===== src/rtl/core/abpw_pkg.sv =====
// ----------------------------------------------------------------------------
// abpw_pkg
// Shared types and constants of the alpha blend pixel writer: request
// payloads, result payloads and configuration register indexes.
// ----------------------------------------------------------------------------
package abpw_pkg;

	localparam int CfgIdxW  = 3;
	localparam int CfgDataW = 27;

	typedef enum logic [CfgIdxW-1:0] {
		REG_SCREEN_WIDTH  = 3'd0,
		REG_SCREEN_HEIGHT = 3'd1,
		REG_ROW_PITCH     = 3'd2,
		REG_PIXEL_MODE    = 3'd3,
		REG_BUFFER_BYTES  = 3'd4,
		REG_SCROLL_BYTES  = 3'd5
	} cfg_reg_t;

	typedef enum logic {
		KIND_PLOT = 1'b0,
		KIND_SWAP = 1'b1
	} kind_t;

	typedef enum logic {
		MODE_24BPP = 1'b0,
		MODE_32BPP = 1'b1
	} pixel_mode_t;

	typedef struct packed {
		kind_t       kind;
		logic [11:0] pos_x;
		logic [11:0] pos_y;
		logic [7:0]  red;
		logic [7:0]  green;
		logic [7:0]  blue;
		logic [7:0]  alpha;
		logic [31:0] old_pixel;
	} abpw_item_t;

	typedef struct packed {
		logic        write_enable;
		logic [25:0] byte_address;
		logic [31:0] new_pixel;
		logic [2:0]  bytes_written;
		logic        rect_valid;
		logic [11:0] rect_left;
		logic [11:0] rect_top;
		logic [12:0] rect_right;
		logic [12:0] rect_bottom;
	} abpw_result_t;

endpackage


===== src/rtl/core/abpw_if.sv =====
// ----------------------------------------------------------------------------
// abpw_if
// Channel interfaces of the alpha blend pixel writer: plot and swap
// requests, results, and configuration writes.
// ----------------------------------------------------------------------------
interface abpw_item_if import abpw_pkg::*; ();
	logic       valid;
	logic       ready;
	abpw_item_t data;

	modport source (output valid, output data, input ready);
	modport sink (input valid, input data, output ready);
endinterface

interface abpw_result_if import abpw_pkg::*; ();
	logic         valid;
	logic         ready;
	abpw_result_t data;

	modport source (output valid, output data, input ready);
	modport sink (input valid, input data, output ready);
endinterface

interface abpw_cfg_if import abpw_pkg::*; ();
	logic                valid;
	logic                ready;
	logic [CfgIdxW-1:0]  index;
	logic [CfgDataW-1:0] data;

	modport source (output valid, output index, output data, input ready);
	modport sink (input valid, input index, input data, output ready);
endinterface


===== src/rtl/core/alpha_blend_pixel_writer.sv =====
// ----------------------------------------------------------------------------
// alpha_blend_pixel_writer
// Plot requests give a wrapped framebuffer byte address and the word to
// store, alpha blended with the old word in 32 bpp mode; swap requests
// report and reset the dirty rectangle grown by the visible plots.
//
// The block takes one request per clock while the result side is not
// stalled, and returns exactly one result per request, in order, through
// an input register, a register after the row-pitch and channel
// multipliers, and the result register. The dirty rectangle is updated as a
// request leaves the input register, so a swap sees every earlier plot.
// Configuration writes are always ready and must be made while the block is
// idle. Points at or beyond the visible width or height (each limited to
// MAX_SCREEN_DIM) are not written and leave the rectangle unchanged.
// ----------------------------------------------------------------------------
module alpha_blend_pixel_writer import abpw_pkg::*; #(
	parameter int MAX_SCREEN_DIM = 4096
) (
	input  logic   clk,
	input  logic   arst_n,
	abpw_item_if.sink     plot,
	abpw_result_if.source result,
	abpw_cfg_if.sink      cfg
);

	localparam logic [13:0] MaxDimW = 14'(MAX_SCREEN_DIM);
	localparam logic [12:0] MaxDim  = 13'(MAX_SCREEN_DIM);

	// configuration
	logic [12:0] screen_width_q;
	logic [12:0] screen_height_q;
	logic [14:0] row_pitch_q;
	pixel_mode_t pixel_mode_q;
	logic [26:0] buffer_bytes_q;
	logic [25:0] scroll_bytes_q;

	// dirty rectangle
	logic [12:0] dirty_left_q;
	logic [12:0] dirty_top_q;
	logic [12:0] dirty_right_q;
	logic [12:0] dirty_bottom_q;

	// pipeline
	logic        vld_s1;
	abpw_item_t  item_s1;
	logic        vld_s2;
	kind_t       kind_s2;
	logic        on_screen_s2;
	pixel_mode_t mode_s2;
	logic [7:0]  red_s2;
	logic [7:0]  green_s2;
	logic [7:0]  blue_s2;
	logic [7:0]  alpha_s2;
	logic [26:0] row_off_s2;
	logic [13:0] col_off_s2;
	logic [15:0] prod_src_s2 [3];
	logic [15:0] prod_old_s2 [3];
	logic        rect_valid_s2;
	logic [11:0] rect_left_s2;
	logic [11:0] rect_top_s2;
	logic [12:0] rect_right_s2;
	logic [12:0] rect_bottom_s2;
	logic         vld_s3;
	abpw_result_t res_s3;
	abpw_result_t res_nxt;

	logic out_free;
	logic load_s2;
	logic move_s1;

	assign out_free = !vld_s3 || result.ready;
	assign load_s2  = !vld_s2 || out_free;
	assign move_s1  = vld_s1 && load_s2;

	assign plot.ready   = !vld_s1 || load_s2;
	assign cfg.ready    = 1'b1;
	assign result.valid = vld_s3;
	assign result.data  = res_s3;

	// ---------------- stage 1: visibility, rectangle, products ----------------
	logic [12:0] vis_w;
	logic [12:0] vis_h;
	logic [12:0] x_ext;
	logic [12:0] y_ext;
	logic [12:0] x_inc;
	logic [12:0] y_inc;
	logic        on_screen;
	logic [12:0] nxt_left;
	logic [12:0] nxt_top;
	logic [12:0] grow_right;
	logic [12:0] grow_bottom;
	logic [12:0] nxt_right;
	logic [12:0] nxt_bottom;
	logic        rect_nonempty;
	logic [26:0] row_off;
	logic [13:0] col_off;
	logic [7:0]  alpha_inv;
	logic [7:0]  src_ch [3];
	logic [7:0]  old_ch [3];

	always_comb begin
		vis_w = ({1'b0, screen_width_q} > MaxDimW) ? MaxDim : screen_width_q;
		vis_h = ({1'b0, screen_height_q} > MaxDimW) ? MaxDim : screen_height_q;
		x_ext = {1'b0, item_s1.pos_x};
		y_ext = {1'b0, item_s1.pos_y};
		x_inc = x_ext + 13'd1;
		y_inc = y_ext + 13'd1;
		on_screen = (x_ext < vis_w) && (y_ext < vis_h);

		nxt_left    = (x_ext < dirty_left_q) ? x_ext : dirty_left_q;
		nxt_top     = (y_ext < dirty_top_q) ? y_ext : dirty_top_q;
		grow_right  = (x_inc > dirty_right_q) ? x_inc : dirty_right_q;
		grow_bottom = (y_inc > dirty_bottom_q) ? y_inc : dirty_bottom_q;
		nxt_right   = (grow_right > vis_w) ? vis_w : grow_right;
		nxt_bottom  = (grow_bottom > vis_h) ? vis_h : grow_bottom;

		rect_nonempty = (dirty_left_q < dirty_right_q) && (dirty_top_q < dirty_bottom_q);

		row_off = {15'd0, item_s1.pos_y} * {12'd0, row_pitch_q};
		if (pixel_mode_q == MODE_32BPP) begin
			col_off = {item_s1.pos_x, 2'b00};
		end else begin
			col_off = {1'b0, item_s1.pos_x, 1'b0} + {2'b00, item_s1.pos_x};
		end

		alpha_inv = 8'd255 - item_s1.alpha;
		src_ch[0] = item_s1.blue;
		src_ch[1] = item_s1.green;
		src_ch[2] = item_s1.red;
		old_ch[0] = item_s1.old_pixel[7:0];
		old_ch[1] = item_s1.old_pixel[15:8];
		old_ch[2] = item_s1.old_pixel[23:16];
	end

	// ---------------- configuration and dirty rectangle ----------------
	always_ff @(posedge clk or negedge arst_n) begin
		if (!arst_n) begin
			screen_width_q  <= 13'd1024;
			screen_height_q <= 13'd768;
			row_pitch_q     <= 15'd4096;
			pixel_mode_q    <= MODE_32BPP;
			buffer_bytes_q  <= 27'd3145728;
			scroll_bytes_q  <= 26'd0;
		end else if (cfg.valid) begin
			unique case (cfg_reg_t'(cfg.index))
				REG_SCREEN_WIDTH:  screen_width_q  <= cfg.data[12:0];
				REG_SCREEN_HEIGHT: screen_height_q <= cfg.data[12:0];
				REG_ROW_PITCH:     row_pitch_q     <= cfg.data[14:0];
				REG_PIXEL_MODE:    pixel_mode_q    <= pixel_mode_t'(cfg.data[0]);
				REG_BUFFER_BYTES:  buffer_bytes_q  <= cfg.data[26:0];
				REG_SCROLL_BYTES:  scroll_bytes_q  <= cfg.data[25:0];
				default: ;
			endcase
		end
	end

	always_ff @(posedge clk or negedge arst_n) begin
		if (!arst_n) begin
			dirty_left_q   <= '1;
			dirty_top_q    <= '1;
			dirty_right_q  <= '0;
			dirty_bottom_q <= '0;
		end else if (move_s1) begin
			if (item_s1.kind == KIND_SWAP) begin
				dirty_left_q   <= '1;
				dirty_top_q    <= '1;
				dirty_right_q  <= '0;
				dirty_bottom_q <= '0;
			end else if (on_screen) begin
				dirty_left_q   <= nxt_left;
				dirty_top_q    <= nxt_top;
				dirty_right_q  <= nxt_right;
				dirty_bottom_q <= nxt_bottom;
			end
		end
	end

	// ---------------- pipeline valids ----------------
	always_ff @(posedge clk or negedge arst_n) begin
		if (!arst_n) begin
			vld_s1 <= 1'b0;
			vld_s2 <= 1'b0;
			vld_s3 <= 1'b0;
		end else begin
			if (plot.ready) begin
				vld_s1 <= plot.valid;
			end
			if (load_s2) begin
				vld_s2 <= vld_s1;
			end
			if (out_free) begin
				vld_s3 <= vld_s2;
			end
		end
	end

	// ---------------- payload registers ----------------
	always_ff @(posedge clk) begin
		if (plot.valid && plot.ready) begin
			item_s1 <= plot.data;
		end
		if (move_s1) begin
			kind_s2        <= item_s1.kind;
			on_screen_s2   <= on_screen;
			mode_s2        <= pixel_mode_q;
			red_s2         <= item_s1.red;
			green_s2       <= item_s1.green;
			blue_s2        <= item_s1.blue;
			alpha_s2       <= item_s1.alpha;
			row_off_s2     <= row_off;
			col_off_s2     <= col_off;
			for (int c = 0; c < 3; c++) begin
				prod_src_s2[c] <= {8'd0, src_ch[c]} * {8'd0, item_s1.alpha};
				prod_old_s2[c] <= {8'd0, old_ch[c]} * {8'd0, alpha_inv};
			end
			rect_valid_s2  <= rect_nonempty;
			rect_left_s2   <= rect_nonempty ? dirty_left_q[11:0] : 12'd0;
			rect_top_s2    <= rect_nonempty ? dirty_top_q[11:0] : 12'd0;
			rect_right_s2  <= rect_nonempty ? dirty_right_q : 13'd0;
			rect_bottom_s2 <= rect_nonempty ? dirty_bottom_q : 13'd0;
		end
		if (vld_s2 && out_free) begin
			res_s3 <= res_nxt;
		end
	end

	// ---------------- stage 2: address wrap, blend ----------------
	logic [27:0]  addr_sum;
	logic [27:0]  addr_wrap;
	logic [15:0]  mix_sum [3];
	logic [16:0]  mix_q17 [3];
	logic [7:0]   mix_ch [3];
	logic [31:0]  word;

	always_comb begin
		addr_sum = {1'b0, row_off_s2} + {14'd0, col_off_s2} + {2'd0, scroll_bytes_q};
		addr_wrap = (addr_sum >= {1'b0, buffer_bytes_q}) ?
			addr_sum - {1'b0, buffer_bytes_q} : addr_sum;

		// divide by 255, exact over the blend range
		for (int c = 0; c < 3; c++) begin
			mix_sum[c] = prod_src_s2[c] + prod_old_s2[c];
			mix_q17[c] = ({1'b0, mix_sum[c]} + 17'd1 + {9'd0, mix_sum[c][15:8]}) >> 8;
			mix_ch[c]  = mix_q17[c][7:0];
		end

		if (mode_s2 == MODE_24BPP) begin
			word = {8'd0, red_s2, green_s2, blue_s2};
		end else if (alpha_s2 != 8'd255) begin
			word = {alpha_s2, mix_ch[2], mix_ch[1], mix_ch[0]};
		end else begin
			word = {alpha_s2, red_s2, green_s2, blue_s2};
		end

		res_nxt = '0;
		if (kind_s2 == KIND_SWAP) begin
			res_nxt.rect_valid  = rect_valid_s2;
			res_nxt.rect_left   = rect_left_s2;
			res_nxt.rect_top    = rect_top_s2;
			res_nxt.rect_right  = rect_right_s2;
			res_nxt.rect_bottom = rect_bottom_s2;
		end else if (on_screen_s2) begin
			res_nxt.write_enable  = 1'b1;
			res_nxt.byte_address  = addr_wrap[25:0];
			res_nxt.new_pixel     = word;
			res_nxt.bytes_written = (mode_s2 == MODE_32BPP) ? 3'd4 : 3'd3;
		end
	end

	// ---------------- assertions ----------------
	a_plot_no_rect: assert property (@(posedge clk) disable iff (!arst_n)
		result.valid && result.data.write_enable |-> !result.data.rect_valid)
		else $error("plot result carries a dirty rectangle");

	a_bytes_written: assert property (@(posedge clk) disable iff (!arst_n)
		result.valid && result.data.write_enable |->
			(result.data.bytes_written == 3'd3 || result.data.bytes_written == 3'd4))
		else $error("bytes written is neither 3 nor 4");

	a_rect_ordered: assert property (@(posedge clk) disable iff (!arst_n)
		result.valid && result.data.rect_valid |->
			({1'b0, result.data.rect_left} < result.data.rect_right) &&
			({1'b0, result.data.rect_top} < result.data.rect_bottom))
		else $error("reported rectangle is empty");

	a_dirty_limit: assert property (@(posedge clk) disable iff (!arst_n)
		{1'b0, dirty_right_q} <= MaxDimW && {1'b0, dirty_bottom_q} <= MaxDimW)
		else $error("dirty rectangle beyond the largest screen");

	a_swap_clears: assert property (@(posedge clk) disable iff (!arst_n)
		move_s1 && item_s1.kind == KIND_SWAP |=>
			dirty_right_q == 13'd0 && dirty_bottom_q == 13'd0)
		else $error("swap did not reset the dirty rectangle");

endmodule


===== src/flat_wrapper.sv =====
// flat-port wrapper written by rule: the top's interface ports become plain ports
module alpha_blend_pixel_writer_flat import abpw_pkg::*;
#(
	parameter int MAX_SCREEN_DIM = 4096
)
  (clk, arst_n, plot_valid, plot_data, plot_ready, result_valid, result_data, result_ready, cfg_valid, cfg_index, cfg_data, cfg_ready);
  abpw_item_if plot_i ();
  abpw_result_if result_i ();
  abpw_cfg_if cfg_i ();
  input  logic clk;
  input  logic arst_n;
  input wire logic [$bits(plot_i.valid)-1:0] plot_valid;
  input wire logic [$bits(plot_i.data)-1:0] plot_data;
  output wire logic [$bits(plot_i.ready)-1:0] plot_ready;
  output wire logic [$bits(result_i.valid)-1:0] result_valid;
  output wire logic [$bits(result_i.data)-1:0] result_data;
  input wire logic [$bits(result_i.ready)-1:0] result_ready;
  input wire logic [$bits(cfg_i.valid)-1:0] cfg_valid;
  input wire logic [$bits(cfg_i.index)-1:0] cfg_index;
  input wire logic [$bits(cfg_i.data)-1:0] cfg_data;
  output wire logic [$bits(cfg_i.ready)-1:0] cfg_ready;
  assign plot_i.valid = plot_valid;
  assign plot_i.data = plot_data;
  assign plot_ready = plot_i.ready;
  assign result_valid = result_i.valid;
  assign result_data = result_i.data;
  assign result_i.ready = result_ready;
  assign cfg_i.valid = cfg_valid;
  assign cfg_i.index = cfg_index;
  assign cfg_i.data = cfg_data;
  assign cfg_ready = cfg_i.ready;
  alpha_blend_pixel_writer #(.MAX_SCREEN_DIM(MAX_SCREEN_DIM)) u_core (.clk(clk), .arst_n(arst_n), .plot(plot_i), .result(result_i), .cfg(cfg_i));
endmodule

===== config.mk =====
export PLATFORM = sky130hd
export DESIGN_NAME = alpha_blend_pixel_writer_flat
export DESIGN_NICKNAME = d
export VERILOG_FILES = /design/src/rtl/core/abpw_pkg.sv /design/src/rtl/core/abpw_if.sv /design/src/rtl/core/alpha_blend_pixel_writer.sv /design/src/flat_wrapper.sv
export SDC_FILE = /design/constraint.sdc
export NUM_CORES = 2
export LEC_CHECK = 0
export ABC_AREA = 0
export BUFFER_PORTS_ARGS = -buffer_cell sky130_fd_sc_hd__buf_2
export CAP_MARGIN = 15
export CORE_AREA = 4 4 405 407
export CTS_BUF_LIST = sky130_fd_sc_hd__clkbuf_2 sky130_fd_sc_hd__clkbuf_4 sky130_fd_sc_hd__clkbuf_8
export CTS_CLUSTER_DIAMETER = 200
export DETAILED_ROUTE_END_ITERATION = 8
export DIE_AREA = 0 0 409 411
export GPL_TIMING_DRIVEN = 0
export SYNTH_ARGS = -nofsm -noshare
export SYNTH_HDL_FRONTEND = slang
export SYNTH_SLANG_ARGS = --single-unit

===== constraint.sdc =====
create_clock -name clk -period 9.3 [get_ports clk]
set_input_delay 1.395 -clock clk [delete_from_list [all_inputs] [get_ports clk]]
set_output_delay 1.395 -clock clk [all_outputs]
set_load 0.05 [all_outputs]

* Yosys cells after proc, flatten, opt, wreduce, memory -nomap -nowiden
Memory sizes are Yosys's and may differ from the RTL's.
Cells that the tools add are included.
** Cells by class
- Equal/unequal tests :: 6
- Reduce and logical (&&, ||, !) cells :: 26
- Add/sub/neg operators :: 16
- Multipliers :: 7
- Muxes and demuxes :: 24
- Bitwise logic cells :: 2
- $lt $le $gt $ge :: 13
** Operator list (number)
- two-way mux 13 bit :: 16
- multiplier 8 x 8 -> 16 bit :: 6
- two-way mux 62 bit :: 1
- greater-than comparator 13 bit :: 4
- < comparator 12 x 13 -> 1 bit :: 4
- adder 16 x 1 -> 16 bit, second input constant :: 3
- adder 16 bit :: 3
- adder 16 x 8 -> 16 bit :: 3
- two-way mux 32 bit :: 1
- adder 27 x 14 -> 28 bit :: 1
- adder 28 x 26 -> 28 bit :: 1
- >= comparator 28 x 27 -> 1 bit :: 1
- multiplier 12 x 15 -> 27 bit :: 1
- adder 12 x 1 -> 13 bit, second input constant :: 2
- greater-than comparator 13 bit, second input constant :: 2
- < comparator 13 bit :: 2
- two-way mux 26 bit :: 1
- subtractor 26 bit :: 1
- two-way mux 24 bit :: 1
- adder 13 x 12 -> 14 bit :: 1
- two-way mux 14 bit :: 1
- AND reduction 2 bit :: 7
- inequality test 8 bit, second input constant :: 1
- subtractor 8 bit, first input constant :: 1
- 14 further kinds :: 29
** Storage, ports and cells
- Output and inout bits :: 116
- Register bits after elaboration :: 471
- Bits of input ports :: 124
- RAM bits :: 96
- Memories :: 2
** Memory list
- u_core.prod_old_s2 :: depth 3, bits a word 16, read ports 3, clocked after memory_dff 0, wr ports 3, RTL line alpha_blend_pixel_writer.sv:57 : logic [15:0] prod_old_s2 [3];
- u_core.prod_src_s2 :: depth 3, bits a word 16, read ports 3, clocked after memory_dff 0, wr ports 3, RTL line alpha_blend_pixel_writer.sv:56 : logic [15:0] prod_src_s2 [3];

* Longest topological paths before layout
- Word-level depth :: 7
- Gate-level depth with buffers :: 26
- Mapped depth without buffers :: 23

* Least setup slack after synthesis
Ideal clock, no wire load.
- Path type :: input to register
- Start :: in result_ready
- End :: reg u_core.dirty_left_q[12]
- Setup time :: 0.083 ns
- Slack :: 0.415 ns
- Data arrival time :: 8.801 ns
- Buffers on the path :: 2
- Stages :: 6
- Path through :: nor2b_1 > nand2_1 > and2_1 > clkbuf_1 > clkbuf_1 > a22o_1
** Between the ends
- Longest elaborated chain between the ends :: 4
** RTL lines
- start, declared :: RTL line flat_wrapper.sv:17 : input wire logic [$bits(result_i.ready)-1:0] result_ready;
- logical OR 1 bit :: RTL line alpha_blend_pixel_writer.sv:71 : assign out_free = !vld_s3 || result.ready;
- logical OR 1 bit :: RTL line alpha_blend_pixel_writer.sv:72 : assign load_s2 = !vld_s2 || out_free;
- logical AND 1 bit :: RTL line alpha_blend_pixel_writer.sv:73 : assign move_s1 = vld_s1 && load_s2;
- net u_core.move_s1 :: RTL line alpha_blend_pixel_writer.sv:69 : logic move_s1;
- AND reduction 3 bit (no source line)
- end signal, assigned :: RTL line alpha_blend_pixel_writer.sv:170 : dirty_left_q <= nxt_left;
- end, declared :: RTL line alpha_blend_pixel_writer.sv:38 : logic [12:0] dirty_left_q;
The timed path passes the listed nets, and every way through them passes these cells.
A chain may end at the register's enable or synchronous reset.

* Worst setup path after layout
- Start :: reg u_core.item_s1[68] (netlist name)
- End :: reg u_core.row_off_s2[25], data pin
** Between the ends
- Longest elaborated chain between the ends :: 1
** RTL lines
- start, declared :: RTL line alpha_blend_pixel_writer.sv:45 : abpw_item_t item_s1;
- start signal, assigned :: RTL line alpha_blend_pixel_writer.sv:200 : item_s1 <= plot.data;
- multiplier 12 x 15 -> 27 bit :: RTL line alpha_blend_pixel_writer.sv:119 : row_off = {15'd0, item_s1.pos_y} * {12'd0, row_pitch_q};
- net u_core.row_off[25] :: RTL line alpha_blend_pixel_writer.sv:95 : logic [26:0] row_off;
- end signal, assigned :: RTL line alpha_blend_pixel_writer.sv:210 : row_off_s2 <= row_off;
- end, declared :: RTL line alpha_blend_pixel_writer.sv:54 : logic [26:0] row_off_s2;
The timed path passes the listed nets, and every way through them passes these cells.

==> results.py <==
metrics = {
    "outcome": {
        "outcome": "completed",
    },
    "worst_setup_path": {
        "cp_max_fo": 10,
        "worstPathArrival_ns": 7.79,
        "r2r_start": "u_core.item_s1[68]$_DFFE_PP_",
        "startpoint_type": "flop",
        "worstPathRequired_ns": 9.83,
        "startpoint": "u_core.item_s1[68]$_DFFE_PP_",
        "reg2reg_slack_ns": 2.04,
        "r2r_cells": 20,
        "worstSetupEndpointType": "flop",
        "critical_path_class": "flop to flop",
    },
    "cells_and_area": {
        "final_layout_size_suffix_gt1_frac": 0.117,
        "multi_input_area_um2": 28900,
        "final_net_count": 5968,
        "area.growth.synth_to_final_pct": 13.1,
        "final_common_cell": "inv_1",
        "seq_area_um2": 16300,
        "mostFrequentLayoutCells": "591 x inv_1, 546 x ha_1, 416 x edfxtp_1, 395 x nand2_1, 366 x fa_1",
        "fill_cells": 16246,
    },
    "clock_network": {
        "clockBufferDepth": 3,
        "cts_buffers": 104,
        "post_cts_buffers": 0,
        "clkLatencyLatePin_ns": 0.84,
        "cts-root-buf": "clkbuf_8",
        "cts_tree": "yes",
        "path_clk_slew_ns": 0.06,
        "cts_max_level": 3,
        "hold_buffers": 0,
        "clock-sinks": 566,
        "post_cts_resized": 0,
    },
    "grt": {
        "grtUsageTotal": 0.159,
        "grt_max_degree": 101,
        "overflow": 0,
        "antenna_found_initial": 26,
        "grt_pass1_wl_um": 206000,
        "grt_pass1_vias": 35320,
    },
    "floorplanning": {
        "die_h_um": 411,
        "dieArea_um2": 168000,
        "std_cell_rows": 147,
        "fp.dieW_um": 409,
        "core_area_um2": 160000,
        "start_util": 0.299,
        "ios": 240,
    },
    "synth": {
        "postSynthCellCount": 4589,
        "ys_ff_latch": 566,
        "async_flop_share": 0.265,
        "ys_types": 87,
        "yosysSeqAreaShare": 0.340,
        "synth_warnings": 0,
        "synth.net_count": 5625,
        "synth_edf_count": 416,
        "yosys_most_used_dff": "edfxtp_1",
        "syn_area_um2": 48000,
        "syn_area_per_cell_um2": 10.5,
    },
    "route": {
        "drtIter0Drc": 2180,
        "ant_nets": 0,
        "remaining_drc_errors": 0,
        "wl_per_cell_um": 18.7,
        "wl_um": 134000,
        "vias": 34585,
        "drt-pass1-iter-count": 5,
        "via_per_inst": 4.81,
    },
    "sta": {
        "timing.final.ws_setup_ns": 2.04,
        "setup_viol_count_final": 0,
        "rsz0062_at_grt": "no",
        "max_slew_margin": 0.222,
        "fmaxAchievable_ghz": 0.138,
        "tightest_slew_ns": 1.17,
        "hold_viol": 0,
        "min_period_ns": 7.26,
        "maxSlewViolCount": 0,
        "timing.final.crit_share": 0.781,
        "tns_ns": 0,
        "fin_skew_ns": 0.0681,
    },
    "place": {
        "place_congestion": 0.884,
        "io_buffer_count": 230,
        "dpl.hpwl_um": 106000,
        "pre_cts_ws_ns": 2.18,
    },
    "pwr": {
        "totalPowerFinal_w": 0.0219,
        "ir_drop_uv": 413,
        "powerDensity_nw_per_um2": 404,
        "p_leak_nw": 24.4,
    },
    "hold_path": {
        "hold_path.class": "input port to asynchronous set/reset pin",
    },
    "flow_run": {
        "maxCapViolCount": 0,
    },
}
==> cell families after synthesis <==
| logic type | after synthesis | share of synthesized area |
|---|---|---|
| AOI/OAI and AO/OA | 691 | 0.0966 |
| xor gates and xnor gates | 210 | 0.0383 |
| adders and majority gates | 912 | 0.295 |
| buffers and inverters | 747 | 0.0589 |
| DFF | 566 | 0.340 |
| muxes | 109 | 0.0253 |
| other | 1 | 0.0000782 |
| and+or+nand+nor | 1353 | 0.146 |
==> state kept, by name, indices dropped and copies added, names as in the netlist, 14 cells and up <==
| signal | flops |
|---|---|
| u_core.result.data | 112 |
| u_core.item_s1 | 81 |
| u_core.prod_old_s2 | 48 |
| u_core.prod_src_s2 | 48 |
| u_core.buffer_bytes_q | 27 |
| u_core.row_off_s2 | 27 |
| u_core.scroll_bytes_q | 26 |
| u_core.row_pitch_q | 15 |
| u_core.col_off_s2 | 14 |
==> per-stage QoR <==
| stage | util | std cells | hold WS (ns) | area, µm² |
|---|---|---|---|---|
| floorplan | - | 4589 | 0.424 | 48000 |
| global placement | 0.323 | 6979 | 0.467 | 51800 |
| detailed placement | 0.325 | 6986 | 0.477 | 52000 |
| CTS | 0.338 | 7183 | 0.389 | 54200 |
| global route | 0.338 | 7186 | 0.424 | 54200 |
| finish | 0.339 | 7192 | 0.479 | 54200 |
==> routing by layer <==
metal	up-vias	GRT usage	routed length, µm
li1	16305	-	-
met1	17067	0.215	60100
met2	1001	0.253	60500
met3	212	0.0378	9860
met4	0	0.0496	3770
met5	-	0	0
==> worst paths after layout <==
kind                                                         endpoint
worst max-delay path                  u_core.row_off_s2[25]$_DFFE_PP_
worst min-delay path            u_core.dirty_bottom_q[11]$_DFFE_PN0P_
min in group clk                 u_core.result.data[23]$_SDFFCE_PN0P_
worst max register to register        u_core.row_off_s2[25]$_DFFE_PP_
max in group asynchronous       u_core.buffer_bytes_q[26]$_DFFE_PN0P_
worst min register to register   u_core.result.data[23]$_SDFFCE_PN0P_
==> critical path, stage by stage (launching register included) <==
cell and delay, ns:
edfxtp_1 0.45, clkbuf_1 0.62, clkbuf_1 0.48, nand2_1 0.14, fa_1 0.44, fa_1 0.52
fa_1 0.54, inv_1 0.05, fa_1 0.48, inv_1 0.05, fa_1 0.48, inv_1 0.05
ha_1 0.33, a211o_1 0.29, a2111oi_0 0.65, o41ai_1 0.28, a221o_1 0.40, a31oi_1 0.26
a21oi_1 0.17, mux2i_1 0.17, nand3_1 0.08
==> cell type report <==
class                   instances  share of cell area
clock buffers                 143              0.0325
multi-input cells            3276               0.532
clock inverters                54             0.00794
diodes                          9            0.000415
inverters                     592              0.0410
plain buffers                 155              0.0112
well taps                    2160              0.0498
flip-flops and latches        566               0.300
repair buffers                237              0.0247
==> power by group <==
group          internal, W  switching, W  leakage (nW)  total [W]
Clock              0.00136       0.00117          1.16    0.00253
Combinational      0.00614       0.00883          17.3     0.0150
Sequential         0.00388      0.000548          5.88    0.00443
==> cells in the mapped netlist (27+ instances only) <==
cell type	instances	share of area
inv_1	591	0.046
ha_1	546	0.14
edfxtp_1	416	0.26
nand2_1	395	0.031
fa_1	366	0.15
and2_1	285	0.037
a21oi_1	171	0.018
nor2_1	165	0.013
nor2b_1	152	0.020
xnor2_1	143	0.026
clkbuf_1	139	0.011
o21ai_0	134	0.014
dfrtp_1	117	0.061
nand2b_1	110	0.014
a21o_1	101	0.016
mux2_2	96	0.023
xor2_1	67	0.012
nand3_1	63	0.0066
nor3_1	59	0.0062
a211oi_1	36	0.0056
nand4_1	35	0.0046
dfstp_2	33	0.018
o21a_1	27	0.0042
(Power assumes the default switching activity.)
